### src/design/msfr_pkg.sv
package msfr_pkg;

	localparam int COUNT_BITS = 24;
	localparam int FIELD_BITS = 24;
	localparam int PWM_BITS   = 20;
	localparam int FREQ_BITS  = 9;
	localparam int STEP_BITS  = 16;
	localparam int CFG_BITS   = 20;
	localparam int IDX_BITS   = 2;

	// dividend is pwm_freq_hz * 4
	localparam int QUOT_BITS = PWM_BITS + 2;
	localparam int DCNT_BITS = $clog2(QUOT_BITS);

	localparam logic [IDX_BITS-1:0] REG_PWM_FREQ     = 2'd0;
	localparam logic [IDX_BITS-1:0] REG_START_FREQ   = 2'd1;
	localparam logic [IDX_BITS-1:0] REG_PERIODS_STEP = 2'd2;

	localparam logic [PWM_BITS-1:0]  PWM_FREQ_RST   = PWM_BITS'(20000);
	localparam logic [FREQ_BITS-1:0] START_FREQ_RST = FREQ_BITS'(20);
	localparam logic [STEP_BITS-1:0] PERIODS_RST    = STEP_BITS'(10);

	localparam logic [FREQ_BITS-1:0]  FREQ_STOP_Q = FREQ_BITS'(500);
	localparam logic [FREQ_BITS-1:0]  FREQ_FULL_Q = FREQ_BITS'(200);
	localparam logic [COUNT_BITS-1:0] CNT_MAX     = '1;
	localparam logic [STEP_BITS-1:0]  PERIODS_MAX = '1;

	typedef logic [COUNT_BITS-1:0] count_t;
	typedef logic [FIELD_BITS-1:0] field_t;
	typedef logic [FREQ_BITS-1:0]  freq_t;

	typedef enum logic [1:0] {
		MODE_WAIT_FIRST  = 2'd0,
		MODE_WAIT_SECOND = 2'd1,
		MODE_RAMP        = 2'd2
	} mode_t;

	typedef enum logic [1:0] {
		SEQ_IDLE,
		SEQ_DIV,
		SEQ_PUB
	} seq_t;

	typedef struct packed {
		logic                 start;
		logic [QUOT_BITS-1:0] dividend;
		freq_t                divisor;
	} div_req_t;

	typedef struct packed {
		logic                 done;
		logic [QUOT_BITS-1:0] quotient;
	} div_rsp_t;

endpackage

### src/design/msfr_if.sv
interface msfr_in_if;
	import msfr_pkg::*;

	logic valid;
	logic ready;
	logic hall_flag;

	modport source (output valid, output hall_flag, input ready);
	modport sink (input valid, input hall_flag, output ready);
endinterface

interface msfr_out_if;
	import msfr_pkg::*;

	logic   valid;
	logic   ready;
	field_t phase_tick;
	field_t period_ticks;
	freq_t  sine_freq_q;
	logic   full_amplitude;
	field_t hall_period;
	logic [1:0] mode;

	modport source (
		output valid, output phase_tick, output period_ticks, output sine_freq_q,
		output full_amplitude, output hall_period, output mode, input ready
	);
	modport sink (
		input valid, input phase_tick, input period_ticks, input sine_freq_q,
		input full_amplitude, input hall_period, input mode, output ready
	);
endinterface

### src/design/msfr_div.sv
module msfr_div (
	input  logic              clk,
	input  logic              arst_n,
	input  msfr_pkg::div_req_t req,
	output msfr_pkg::div_rsp_t rsp
);
	import msfr_pkg::*;

	logic [QUOT_BITS-1:0] dvd_q;
	freq_t                dvs_q;
	freq_t                rem_q;
	logic [DCNT_BITS-1:0] cnt_q;
	logic                 busy_q;
	logic                 done_q;

	logic [FREQ_BITS:0] rem_sh;
	logic               ge;

	// restoring division, one quotient bit per cycle shifted into the dividend
	assign rem_sh = {rem_q, dvd_q[QUOT_BITS-1]};
	assign ge     = rem_sh >= {1'b0, dvs_q};

	always_ff @(posedge clk or negedge arst_n) begin
		if (!arst_n) begin
			busy_q <= 1'b0;
			done_q <= 1'b0;
			cnt_q  <= '0;
		end else begin
			done_q <= 1'b0;
			if (req.start) begin
				busy_q <= 1'b1;
				cnt_q  <= '0;
			end else if (busy_q) begin
				cnt_q <= cnt_q + 1'b1;
				if (cnt_q == DCNT_BITS'(QUOT_BITS - 1)) begin
					busy_q <= 1'b0;
					done_q <= 1'b1;
				end
			end
		end
	end

	always_ff @(posedge clk) begin
		if (req.start) begin
			dvd_q <= req.dividend;
			dvs_q <= req.divisor;
			rem_q <= '0;
		end else if (busy_q) begin
			rem_q <= ge ? FREQ_BITS'(rem_sh - {1'b0, dvs_q}) : FREQ_BITS'(rem_sh);
			dvd_q <= {dvd_q[QUOT_BITS-2:0], ge};
		end
	end

	assign rsp.done     = done_q;
	assign rsp.quotient = dvd_q;

endmodule

### src/design/motor_startup_frequency_ramp.sv
// Open-loop start-up ramp: each input beat is one PWM tick with a hall flag, and each
// tick yields one output beat with the phase counter, the sine period in ticks, the
// frequency in quarter hertz, the amplitude flag, the hall interval and the mode.
// The block waits for two hall updates, then raises the frequency by a quarter hertz
// whenever more than periods_per_step sine periods have passed, up to just over 125 Hz.
// A tick runs in steps when the output side is ready: the input is accepted, the serial
// restoring divider recomputes pwm_freq_hz*4/frequency one quotient bit a cycle, the
// quotient is collected and the output register is loaded. The input is not ready
// during that time. Configuration is written through cfg_we, cfg_index and cfg_data;
// the user must write it only while no tick is in flight; the block does not enforce it.
module motor_startup_frequency_ramp (
	input  logic                              clk,
	input  logic                              arst_n,
	msfr_in_if.sink                           ticks,
	msfr_out_if.source                        results,
	input  logic                              cfg_we,
	input  logic [msfr_pkg::IDX_BITS-1:0]     cfg_index,
	input  logic [msfr_pkg::CFG_BITS-1:0]     cfg_data
);
	import msfr_pkg::*;

	logic [PWM_BITS-1:0]  pwm_freq_q;
	freq_t                start_freq_q;
	logic [STEP_BITS-1:0] periods_step_q;

	mode_t                mode_q;
	count_t               phase_q;
	count_t               period_q;
	freq_t                freq_q;
	logic                 amp_q;
	logic [STEP_BITS-1:0] pdone_q;
	count_t               hcount_q;
	count_t               hint_q;

	seq_t seq_q, seq_d;
	logic accept;
	logic load_out;
	logic ovalid_q;

	div_req_t div_req;
	div_rsp_t div_rsp;

	// next tick state
	logic                 adv;
	count_t               phase_n;
	logic [STEP_BITS-1:0] pdone_1, pdone_n;
	count_t               hcount_1, hcount_n;
	count_t               hint_n;
	mode_t                mode_n;
	freq_t                freq_n, freq_inc;
	logic                 amp_n;
	count_t               quot_sat;

	always_ff @(posedge clk or negedge arst_n) begin
		if (!arst_n) begin
			pwm_freq_q     <= PWM_FREQ_RST;
			start_freq_q   <= START_FREQ_RST;
			periods_step_q <= PERIODS_RST;
		end else if (cfg_we) begin
			unique case (cfg_index)
				REG_PWM_FREQ:     pwm_freq_q     <= cfg_data[PWM_BITS-1:0];
				REG_START_FREQ:   start_freq_q   <= cfg_data[FREQ_BITS-1:0];
				REG_PERIODS_STEP: periods_step_q <= cfg_data[STEP_BITS-1:0];
				default: ;
			endcase
		end
	end

	always_comb begin
		adv      = phase_q < period_q;
		phase_n  = adv ? phase_q + 1'b1 : '0;
		pdone_1  = (!adv && pdone_q != PERIODS_MAX) ? pdone_q + 1'b1 : pdone_q;
		hcount_1 = (hcount_q != CNT_MAX) ? hcount_q + 1'b1 : hcount_q;
		hcount_n = ticks.hall_flag ? '0 : hcount_1;
		hint_n   = ticks.hall_flag ? hcount_1 : hint_q;
		freq_inc = freq_q + 1'b1;
		mode_n   = mode_q;
		freq_n   = freq_q;
		amp_n    = amp_q;
		pdone_n  = pdone_1;
		unique case (mode_q)
			MODE_WAIT_FIRST: begin
				amp_n  = 1'b0;
				freq_n = start_freq_q;
				if (ticks.hall_flag) mode_n = MODE_WAIT_SECOND;
			end
			MODE_WAIT_SECOND: begin
				amp_n  = 1'b0;
				freq_n = start_freq_q;
				if (ticks.hall_flag) mode_n = MODE_RAMP;
			end
			MODE_RAMP: begin
				if (freq_q <= FREQ_STOP_Q && pdone_1 > periods_step_q) begin
					freq_n  = freq_inc;
					amp_n   = freq_inc >= FREQ_FULL_Q;
					pdone_n = '0;
				end
			end
			default: mode_n = MODE_WAIT_FIRST;
		endcase
	end

	// sequencer
	always_ff @(posedge clk or negedge arst_n) begin
		if (!arst_n) seq_q <= SEQ_IDLE;
		else         seq_q <= seq_d;
	end

	always_comb begin
		seq_d       = seq_q;
		ticks.ready = 1'b0;
		load_out    = 1'b0;
		unique case (seq_q)
			SEQ_IDLE: begin
				ticks.ready = 1'b1;
				if (ticks.valid) seq_d = SEQ_DIV;
			end
			SEQ_DIV: begin
				if (div_rsp.done) seq_d = SEQ_PUB;
			end
			SEQ_PUB: begin
				if (!ovalid_q || results.ready) begin
					load_out = 1'b1;
					seq_d    = SEQ_IDLE;
				end
			end
			default: seq_d = SEQ_IDLE;
		endcase
	end

	assign accept = ticks.valid && ticks.ready;

	assign div_req.start    = accept;
	assign div_req.dividend = {pwm_freq_q, 2'b00};
	assign div_req.divisor  = freq_n;

	msfr_div u_div (
		.clk    (clk),
		.arst_n (arst_n),
		.req    (div_req),
		.rsp    (div_rsp)
	);

	always_comb begin
		if ({1'b0, 33'(div_rsp.quotient)} > {1'b0, 33'(CNT_MAX)}) quot_sat = CNT_MAX;
		else quot_sat = COUNT_BITS'(div_rsp.quotient);
	end

	always_ff @(posedge clk or negedge arst_n) begin
		if (!arst_n) begin
			mode_q   <= MODE_WAIT_FIRST;
			phase_q  <= '0;
			period_q <= '0;
			freq_q   <= START_FREQ_RST;
			amp_q    <= 1'b0;
			pdone_q  <= '0;
			hcount_q <= '0;
			hint_q   <= '0;
		end else begin
			if (accept) begin
				mode_q   <= mode_n;
				phase_q  <= phase_n;
				freq_q   <= freq_n;
				amp_q    <= amp_n;
				pdone_q  <= pdone_n;
				hcount_q <= hcount_n;
				hint_q   <= hint_n;
			end
			if (seq_q == SEQ_DIV && div_rsp.done) begin
				// zero frequency gives a saturated period
				period_q <= (freq_q == '0) ? CNT_MAX : quot_sat;
			end
		end
	end

	// output register, holds a beat until it is taken
	always_ff @(posedge clk or negedge arst_n) begin
		if (!arst_n) begin
			ovalid_q <= 1'b0;
		end else if (load_out) begin
			ovalid_q <= 1'b1;
		end else if (results.ready) begin
			ovalid_q <= 1'b0;
		end
	end

	always_ff @(posedge clk) begin
		if (load_out) begin
			results.phase_tick     <= FIELD_BITS'(phase_q);
			results.period_ticks   <= FIELD_BITS'(period_q);
			results.sine_freq_q    <= freq_q;
			results.full_amplitude <= amp_q;
			results.hall_period    <= FIELD_BITS'(hint_q);
			results.mode           <= mode_q;
		end
	end

	assign results.valid = ovalid_q;

endmodule

### src/flat_wrapper.sv
// flat-port wrapper written by rule: the top's interface ports become plain ports
module motor_startup_frequency_ramp_flat import msfr_pkg::*;
  (clk, arst_n, cfg_we, cfg_index, cfg_data, ticks_valid, ticks_hall_flag, ticks_ready, results_valid, results_phase_tick, results_period_ticks, results_sine_freq_q, results_full_amplitude, results_hall_period, results_mode, results_ready);
  msfr_in_if ticks_i ();
  msfr_out_if results_i ();
  input  logic clk;
  input  logic arst_n;
  input  logic cfg_we;
  input  logic [msfr_pkg::IDX_BITS-1:0] cfg_index;
  input  logic [msfr_pkg::CFG_BITS-1:0] cfg_data;
  input wire logic [$bits(ticks_i.valid)-1:0] ticks_valid;
  input wire logic [$bits(ticks_i.hall_flag)-1:0] ticks_hall_flag;
  output wire logic [$bits(ticks_i.ready)-1:0] ticks_ready;
  output wire logic [$bits(results_i.valid)-1:0] results_valid;
  output wire logic [$bits(results_i.phase_tick)-1:0] results_phase_tick;
  output wire logic [$bits(results_i.period_ticks)-1:0] results_period_ticks;
  output wire logic [$bits(results_i.sine_freq_q)-1:0] results_sine_freq_q;
  output wire logic [$bits(results_i.full_amplitude)-1:0] results_full_amplitude;
  output wire logic [$bits(results_i.hall_period)-1:0] results_hall_period;
  output wire logic [$bits(results_i.mode)-1:0] results_mode;
  input wire logic [$bits(results_i.ready)-1:0] results_ready;
  assign ticks_i.valid = ticks_valid;
  assign ticks_i.hall_flag = ticks_hall_flag;
  assign ticks_ready = ticks_i.ready;
  assign results_valid = results_i.valid;
  assign results_phase_tick = results_i.phase_tick;
  assign results_period_ticks = results_i.period_ticks;
  assign results_sine_freq_q = results_i.sine_freq_q;
  assign results_full_amplitude = results_i.full_amplitude;
  assign results_hall_period = results_i.hall_period;
  assign results_mode = results_i.mode;
  assign results_i.ready = results_ready;
  motor_startup_frequency_ramp u_core (.clk(clk), .arst_n(arst_n), .ticks(ticks_i), .results(results_i), .cfg_we(cfg_we), .cfg_index(cfg_index), .cfg_data(cfg_data));
endmodule
### config.mk
export PLATFORM = sky130hd
export DESIGN_NAME = motor_startup_frequency_ramp_flat
export DESIGN_NICKNAME = d
export VERILOG_FILES = /design/src/design/msfr_pkg.sv /design/src/design/msfr_if.sv /design/src/design/msfr_div.sv /design/src/design/motor_startup_frequency_ramp.sv /design/src/flat_wrapper.sv
export SDC_FILE = /design/constraint.sdc
export NUM_CORES = 1
export LEC_CHECK = 0
export ABC_AREA = 1
export BUFFER_PORTS_ARGS = -buffer_cell sky130_fd_sc_hd__clkbuf_2
export CORE_MARGIN = 4
export CORE_UTILIZATION = 55
export DETAILED_ROUTE_END_ITERATION = 10
export GPL_ROUTABILITY_DRIVEN = 0
export PLACE_DENSITY_LB_ADDON = 0.08
export SLEW_MARGIN = 20
export SYNTH_ARGS = -nofsm -noshare
export SYNTH_HDL_FRONTEND = slang
export SYNTH_HIERARCHICAL = 1
export SYNTH_SLANG_ARGS = --single-unit
### constraint.sdc
create_clock -name clk -period 4.5 [get_ports clk]
set_input_delay 0.675 -clock clk [delete_from_list [all_inputs] [get_ports clk]]
set_output_delay 0.675 -clock clk [all_outputs]
set_load 0.05 [all_outputs]
==> summary.txt <==
Timing
  – Fmax achieved: approximately 250 MHz
  – Finish-stage setup viols: 0
  – Worst relative slew slack: 0.3412
  – Tcrit/Tclk final: 0.8881
  – Final WS setup: about 0.5 ns
  – Tightest Pin Transition: between 0.9 and 1 ns
  – Fin Setup TNS: 0 ns
  – Final hold viol count: 0
  – Minimum clock period: ~4.0 ns
  – Max Clock Skew: approximately 0.0093 ns
  – RSZ-0062 raised after global routing: no
  – Fin. max-slew vios: 0
  – Hold slack: 0.2375 ns

Setup path
  – Critical Path AT: 4.44 ns
  – Setup crit end kind: flop
  – CP cell instances: ha_1 > a21oi_1 > o21a_1 > nand2_1 > a21oi_1 > nand2_1 > nand2_2 > nand2_1 > nand2_1 > inv_1 > ha_1 > nand2_1 > nor2_1 > nand2_1 > inv_1 > nand2_1 > nand2_1 > nand2_2 > o21bai_2 > inv_4 > nand3_1 > nand2_1
  – Slowest-stage cell, CP: dfrtp_1
  – Most Frequent Cell on Critical Path: nand2_1
  – Crit Path Category: reg -> reg
  – Worst Path Buf+Inv: 3
  – Max FO, Critical Path: 16
  – Startpoint Class: flop
  – Cell family with most CP delay: simple AND/OR/NAND/NOR gates
  – Largest stage delay, worst path: around 0.46 ns
  – CP Data Required Time: 4.95 ns

Layout
  – Share of layout cells above drive strength 1: 0.1389
  – Fill count: ~2300
  – # diodes: 0
  – Synth-to-layout area growth: 13.21%
  – Final-stage net count: between 1500 and 2000

Yosys
  – Synth cell count leaders: nand2_1, inv_1, dfrtp_1
  – Sequential element share of the synthesized area: 0.5442
  – EDFF count, synth: 114
  – Area share of the largest cell type after synthesis: 0.2818
  – Yosys reg bits: between 300 and 400
  – Synth Cell Area: between 0.01 and 0.015 mm²
  – Top post-synthesis cells by area: dfrtp_1, edfxtp_1, nand2_1, inv_1, ha_1
  – Synth warn: 6
  – Distinct cell type count after synthesis: 52
  – Synth Flop Type: dfrtp_1
  – Async set-or-reset flop fraction in the synthesized netlist: 0.5914
  – Area leader, netlist: dfrtp_1
  – Most instantiated library cell after synthesis: nand2_1
  – Synth Instances: approximately 1700
  – Syn avg cell area: roughly 8.9 µm²

Die
  – Starting Density: 0.5644
  – Num rows: between 50 and 60
  – Total die area: between 0.02 and 0.03 mm²
  – Die height: 172.2 µm
  – Area of the core: ~0.026 mm²
  – I/O Pins: 114
  – Die W: 172.2 µm

Power
  – Lkg Pwr: between 0.008 and 0.009 µW
  – Power density over cell area: between 600 and 700 mW/mm²
  – Peak VDD IR: 385.7 µV

Clock network
  – CTS tree: built
  – Root Driver: clkbuf_16
  – CTS H-tree depth: 1
  – Worst-path clk slew: ~0.06 ns
  – Hold Buf Count CTS: 0
  – TritonCTS Buffers: 31
  – Clk sinks: around 300
  – Clock buffer depth: 3
  – Postcts setup bufs: 0
  – Clock Latency Late Sink: 0.56 ns
  – Post-cts resize count: 0

Global route
  – First-pass GRT wire length: 55140 µm
  – Pin count of the biggest net entering global routing: around 110
  – Antenna violations before repair: 0
  – Total gr overflow: 0
  – Vias in the first global route: 10880
  – Total Routing Usage GR: 0.2286

Hold path
  – Worst hold path type: in -> async

Drt
  – Detail Route Antenna Nets: 0
  – Initial DRC Count: 853
  – Drc violations: 0
  – First-pass DRT Iterations: 5
  – Post-Route WL: 33070 µm
  – Via density: ~5.3
  – WL/cell: 15.44 µm
  – DR vias: ~11000

Placed design
  – Hpwl dp: approximately 23000 µm
  – I/O Buffers: around 110
  – Dpl ws: approximately 0.53 ns

Status
  – Status: finished clean

Flow run
  – Max capacitance violation total: 0
per-layer routing:
layer / GRT usage / vias up / routed length, µm
met5: 0 / - / 0
met4: 0.06391 / 0 / 929
met3: 0.03178 / 65 / 1712
met2: 0.3587 / 299 / 14720
met1: 0.3373 / 5284 / 15700
li1: - / 5604 / -
flip-flops by register name (all words and copies together) (netlist names), 2 cells and up:
register                     cells
u_core/hcount_q                 24
u_core/hint_q                   24
u_core/phase_q                  24
u_core/results.hall_period      24
u_core/results.phase_tick       24
u_core/period_q                 23
u_core/results.period_ticks     23
u_core/u_div/dvd_q              22
u_core/pwm_freq_q               20
u_core/pdone_q                  16
u_core/periods_step_q           16
u_core/freq_q                    9
u_core/results.sine_freq_q       9
u_core/start_freq_q              9
u_core/u_div/dvs_q               9
u_core/u_div/rem_q               9
u_core/u_div/cnt_q               5
u_core/mode_q                    2
u_core/results.mode              2
u_core/seq_q                     2
cell usage in the layout (no fill, tap or decap), drive strengths merged, types with 16 or more instances in the layout:
cell | synthesis | final
o22ai | 27 | 27
ha | 55 | 55
nor3 | 35 | 35
dfrtp | 167 | 167
a21oi | 32 | 32
nand4 | 19 | 19
xor2 | 43 | 43
clkbuf | 28 | 147
edfxtp | 114 | 114
nand2 | 537 | 537
inv | 240 | 242
buf | 19 | 16
nor2 | 80 | 80
o21ai | 83 | 83
nand3 | 121 | 121
layout make-up:
cell class              instances  area (µm²)  area share
clock inverters                23       262.8     0.01565
well taps                     335       419.2     0.02496
clock buffers                  35       800.8     0.04769
repair buffers                128       696.9     0.04151
inverters                     242       912.1     0.05432
flip-flops and latches        301        8071      0.4807
multi-input cells            1078        5628      0.3352
path summary, 6_finish.rpt:
check	from	to	slack, ns	depth (start not counted)
max in group asynchronous	arst_n	u_core/period_q[19]	3.25	2
worst min register to register	u_core/hint_q[16]	u_core/results.hall_period[16]	0.45	0
min in group clk	cfg_data[17]	u_core/pwm_freq_q[17]	0.35	2
worst max register to register	u_core/phase_q[21]	u_core/pdone_q[2]	0.50	22
worst max-delay path	u_core/phase_q[21]	u_core/pdone_q[2]	0.50	22
worst min-delay path	arst_n	u_core/hint_q[11]	0.24	1
where the power goes:
group | total [µW] | leakage, µW | internal, µW | switching [µW]
sequential | 4330 | 0.00345 | 3700 | 630
combinational | 3460 | 0.00439 | 1220 | 2240
clock | 2640 | 0.000517 | 1570 | 1070
total | 10400 | 0.00835 | 6490 | 3940
through the flow:
stage / util / instances / instance area, µm² / power [µW]
floorplan: - / 1668 / 14840 / 6906
global placement: 0.5983 / 2084 / 15720 / 7682
detailed placement: 0.5983 / 2084 / 15720 / 7793
CTS: 0.6387 / 2142 / 16790 / 10480
global route: 0.6389 / 2142 / 16790 / 11260
finish: 0.6389 / 2142 / 16790 / 10430
cells by family (layout without fill, tap and decap cells):
group | Yosys count | after routing | share of synthesized area
other cells | 1 | 2 | 0.0002528
flops | 301 | 301 | 0.5442
fa+ha+maj | 56 | 56 | 0.04775
xor+xnor | 51 | 51 | 0.03012
mux | 4 | 4 | 0.003037
buf+inv | 289 | 428 | 0.07820
simple gates | 806 | 806 | 0.2363
compound gates | 159 | 159 | 0.06015
No activity file was read; power rests on OpenSTA's default activity.
